==> src/sv/rgd_pkg.sv <==
package rgd_pkg;

  localparam int MAX_GROUPS = 8;
  localparam int GIW = (MAX_GROUPS > 1) ? $clog2(MAX_GROUPS) : 1;
  localparam int TW = GIW + 1;
  localparam logic [31:0] BASE_RESET = 32'd1000000;
  localparam logic [31:0] OVR_MAX = 32'hFFFF_FFFF;
  localparam logic [2:0] REG_BASE = 3'd0;

  typedef enum logic [1:0] {
    OP_TICK   = 2'd0,
    OP_ADD    = 2'd1,
    OP_FINISH = 2'd2,
    OP_HALT   = 2'd3
  } op_t;

  typedef enum logic [1:0] {
    K_ACCEPT  = 2'd0,
    K_REJECT  = 2'd1,
    K_RELEASE = 2'd2,
    K_OVERRUN = 2'd3
  } kind_t;

  typedef struct packed {
    op_t         opcode;
    logic [31:0] period_ns;
    logic [2:0]  group_index;
    logic [62:0] now_time;
  } item_t;

  typedef struct packed {
    kind_t       kind;
    logic [2:0]  group;
    logic [62:0] recent_run;
    logic [62:0] peak_run;
    logic [31:0] overrun_count;
    logic        last;
  } res_t;

  typedef struct packed {
    logic        start;
    logic [63:0] dividend;
    logic [31:0] divisor;
  } div_req_t;

  typedef struct packed {
    logic        done;
    logic        busy;
    logic [63:0] quot;
    logic [31:0] rem;
  } div_rsp_t;

endpackage

==> src/sv/rgd_if.sv <==
interface rgd_in_if;
  logic        valid;
  logic        ready;
  logic [1:0]  opcode;
  logic [31:0] period_ns;
  logic [2:0]  group_index;
  logic [62:0] now_time;
  modport source(output valid, opcode, period_ns, group_index, now_time, input ready);
  modport sink(input valid, opcode, period_ns, group_index, now_time, output ready);
endinterface


==> src/sv/rgd_front.sv <==
module rgd_front (
  input  logic           clk,
  input  logic           rst_n,
  rgd_in_if.sink         in_ch,
  output logic           q_vld,
  output rgd_pkg::item_t q_item,
  input  logic           q_pop
);
  import rgd_pkg::*;

  item_t       mem_r [2];
  logic        wptr_r, rptr_r;
  logic [1:0]  cnt_r;
  logic        push, pop;
  item_t       in_item;

  always_comb begin
    in_item.opcode      = op_t'(in_ch.opcode);
    in_item.period_ns   = in_ch.period_ns;
    in_item.group_index = in_ch.group_index;
    in_item.now_time    = in_ch.now_time;
  end

  assign in_ch.ready = (cnt_r != 2'd2);
  assign push   = in_ch.valid && in_ch.ready;
  assign q_vld  = (cnt_r != 2'd0);
  assign pop    = q_pop && q_vld;
  assign q_item = mem_r[rptr_r];

  always_ff @(posedge clk) begin
    if (push) begin
      mem_r[wptr_r] <= in_item;
    end
  end

  always_ff @(posedge clk) begin
    if (!rst_n) begin
      wptr_r <= 1'b0;
      rptr_r <= 1'b0;
      cnt_r  <= 2'd0;
    end else begin
      if (push) begin
        wptr_r <= ~wptr_r;
      end
      if (pop) begin
        rptr_r <= ~rptr_r;
      end
      cnt_r <= cnt_r + {1'b0, push} - {1'b0, pop};
    end
  end

endmodule

==> src/flat_wrapper.sv <==
// flat-port wrapper written by rule: the top's interface ports become plain ports
module rgd_front_flat import rgd_pkg::*;
  (clk, rst_n, q_vld, q_item, q_pop, in_ch_valid, in_ch_opcode, in_ch_period_ns, in_ch_group_index, in_ch_now_time, in_ch_ready);
  rgd_in_if in_ch_i ();
  input  logic clk;
  input  logic rst_n;
  output logic q_vld;
  output rgd_pkg::item_t q_item;
  input  logic q_pop;
  input wire logic [$bits(in_ch_i.valid)-1:0] in_ch_valid;
  input wire logic [$bits(in_ch_i.opcode)-1:0] in_ch_opcode;
  input wire logic [$bits(in_ch_i.period_ns)-1:0] in_ch_period_ns;
  input wire logic [$bits(in_ch_i.group_index)-1:0] in_ch_group_index;
  input wire logic [$bits(in_ch_i.now_time)-1:0] in_ch_now_time;
  output wire logic [$bits(in_ch_i.ready)-1:0] in_ch_ready;
  assign in_ch_i.valid = in_ch_valid;
  assign in_ch_i.opcode = in_ch_opcode;
  assign in_ch_i.period_ns = in_ch_period_ns;
  assign in_ch_i.group_index = in_ch_group_index;
  assign in_ch_i.now_time = in_ch_now_time;
  assign in_ch_ready = in_ch_i.ready;
  rgd_front u_core (.clk(clk), .rst_n(rst_n), .in_ch(in_ch_i), .q_vld(q_vld), .q_item(q_item), .q_pop(q_pop));
endmodule
==> config.mk <==
export PLATFORM = sky130hd
export DESIGN_NAME = rgd_front_flat
export DESIGN_NICKNAME = d
export VERILOG_FILES = /design/src/sv/rgd_pkg.sv /design/src/sv/rgd_if.sv /design/src/sv/rgd_front.sv /design/src/flat_wrapper.sv
export SDC_FILE = /design/constraint.sdc
export NUM_CORES = 1
export LEC_CHECK = 0
export BUFFER_PORTS_ARGS = -buffer_cell sky130_fd_sc_hd__buf_2
export CORE_ASPECT_RATIO = 1.25
export CORE_MARGIN = 2
export CORE_UTILIZATION = 30
export DETAILED_ROUTE_END_ITERATION = 16
export GPL_TIMING_DRIVEN = 0
export PLACE_DENSITY = 0.62
export SETUP_SLACK_MARGIN = 0.05
export SLEW_MARGIN = 20
export SYNTH_ARGS = -nofsm -noshare
export SYNTH_HDL_FRONTEND = slang
export SYNTH_SLANG_ARGS = --single-unit
==> constraint.sdc <==
create_clock -name clk -period 16.8 [get_ports clk]
set_input_delay 0.84 -clock clk [delete_from_list [all_inputs] [get_ports clk]]
set_output_delay 0.84 -clock clk [all_outputs]
set_load 0.03 [all_outputs]
==> flow_summary.ini <==
[timing]
fin_crit_sh = 0.157
tightestPinTransition_ns = 0.513
maxSlewViolCount = 0
tns_ns = 0
setup_slack_ns = 14.17
hold_slack_ns = 0.529
hold_viol_final = 0
fin_skew_ns = 0.00691
rsz0062_at_grt = false
fmax_ghz = 0.380
min_period_ns = 2.63
slew_headroom = 0.658
finalSetupViolations = 0

[detailed_routing]
wirelength_mm = 15.4
drt-pass1-iter-count = 4
via_per_inst = 4.21
ant_nets = 0
drc = 0
wire_per_inst_um = 16.7
vias = 3896
drtIter0Drc = 131

[finish]
fin_nets = 678
layout-drive-gt1-share = 0.604
final_cell_mix = buf_2, edfxtp_1, mux2_4
final_common_cell = buf_2
area_growth_pct = 28.6

[grt]
grt_pass1_vias = 4228
grt_overflow = 0
grt_pass1_wl_mm = 22.8
grt_antenna_before_repair = 3
grt_start_max_net_pins = 41
grt_use_total = 0.106

[status]
status = completed

[die]
fp.dieW_um = 150
rows = 66
io_pins = 206
dieArea_um2 = 27900
core-area_um2 = 26100
initial_core_util = 0.305
die_y_um = 186

[cts]
clk_latency_ns = 0.50
cts_htree_levels = 1
cts_tree = built
cts_buffer_depth = 3
cts-resized-gates = 0
clkTransAtPathRegs_ns = 0.06
cts_root_buf = clkbuf_16
cts_hold_buf = 0
clock-sinks = 205
numCtsBuffers = 21
cts_setup_buffers = 0

[synthesis]
ys_warn_count = 0
synth.ff_latch_count = 205
synth_area_um2 = 7970
syn_avg_cell_area_um2 = 23.6
syn_nets = 444
synth.distinct_cells = 20
synth_cells = 338
ys_seq_area_frac = 0.767

[worst_hold_path]
hold_path.class = reg -> reg

[setup_path]
cpMaxStageDelayCell = dfxtp_1
cp_cell_sequence = buf_6 > buf_12 > mux2_4 > buf_2
cpPeakStageDelay_ns = 0.32
arrival_ns = 1.79
path_class = reg -> out
endpoint_kind = output pin
critPathMaxFanout = 10
cp-start-kind = register
path_delay_family = buffers and inverters
worst-path-buf-inv = 3
r2r_slack_ns = 14.69
required_ns = 15.96

[placement]
place_ws_ns = 14.25
gp_congestion = 0.721
io_buffers = 205
post-dp-hpwl_mm = 11.1

[power]
total_power_uw = 1720
p_leak_uw = 0.00399
irDropWorstVdd_v = 0.0000812
p_per_area_nw_per_um2 = 167

[run]
max_cap_violations = 0
==> final timing paths <==
path | endpoint | cells past startpoint | from
worst min-delay path | register | 2 | u_core.rptr_r
worst max-delay path | q_item[3] | 4 | register
worst max register to register | u_core.mem_r[0][87] | 6 | u_core.cnt_r[0]
worst min register to register | register | 2 | u_core.rptr_r
==> per-stage QoR <==
stage | instance area (um^2) | instances | util
after floorplan | 7970 | 338 | -
after CTS | 10200 | 924 | 0.392
final | 10200 | 926 | 0.393
after global routing | 10200 | 925 | 0.393
after detailed placement | 9560 | 889 | 0.367
after global placement | 9420 | 883 | 0.361
==> per-layer routing <==
metal,part of all wire,global-route usage
met4,0.035,0.0487
met2,0.54,0.196
met5,0.00045,0
met1,0.34,0.111
met3,0.080,0.0300
==> synth_stat cells (all sizes together) <==
| library cell | instances | area share |
|---|---|---|
| and2 | 3 | 0.0024 |
| and3 | 1 | 0.00079 |
| buf | 11 | 0.027 |
| dfxtp | 5 | 0.013 |
| edfxtp | 200 | 0.75 |
| ha | 2 | 0.0031 |
| inv | 3 | 0.0014 |
| mux2 | 100 | 0.19 |
| nand2 | 1 | 0.00047 |
| nand2b | 1 | 0.0017 |
| nand4b | 1 | 0.0011 |
| nor2 | 3 | 0.0014 |
| nor2b | 1 | 0.00079 |
| nor3 | 1 | 0.00063 |
| o21a | 1 | 0.00094 |
| o21ai | 1 | 0.00063 |
| or2 | 1 | 0.00079 |
| xnor2 | 1 | 0.0011 |
| xor2 | 1 | 0.0011 |
==> registers in the layout (all words and copies together) (netlist names), named ones only <==
register / flops
u_core.mem_r: 200
u_core.rptr_r: 1
u_core.wptr_r: 1
u_core.cnt_r: 2
==> worst register-to-register path: stages (launching register included) <==
cell and delay [ns]:
dfxtp_1 0.36, nand2b_4 0.15, and2_1 0.17, nor2b_4 0.48, buf_16 0.25, buf_12 0.21
buf_16 0.18
==> kinds of logic after synthesis <==
| group | share of synthesized area |
|---|---|
| compound gates | 0.00157 |
| xor+xnor | 0.00220 |
| fa+ha+maj | 0.00314 |
| buf+inv | 0.0280 |
| flops | 0.767 |
| mux | 0.189 |
| simple gates | 0.0101 |
==> power by group <==
part / internal (uW) / switching (uW) / leakage, uW
combinational: 252 / 340 / 0.00175
clock: 279 / 177 / 0.000327
sequential: 647 / 19.9 / 0.00191
==> layout make-up <==
cell class              count  area (um^2)
well taps                 340          425
repair buffers            211         1160
inverters                   3         11.3
multi-input cells         119         1650
fillers                  2426        15800
diodes                      2         5.00
plain buffers              11          211
clock buffers              32          608
clock inverters             3         68.8
flip-flops and latches    205         6110
(Power assumes the default switching activity.)
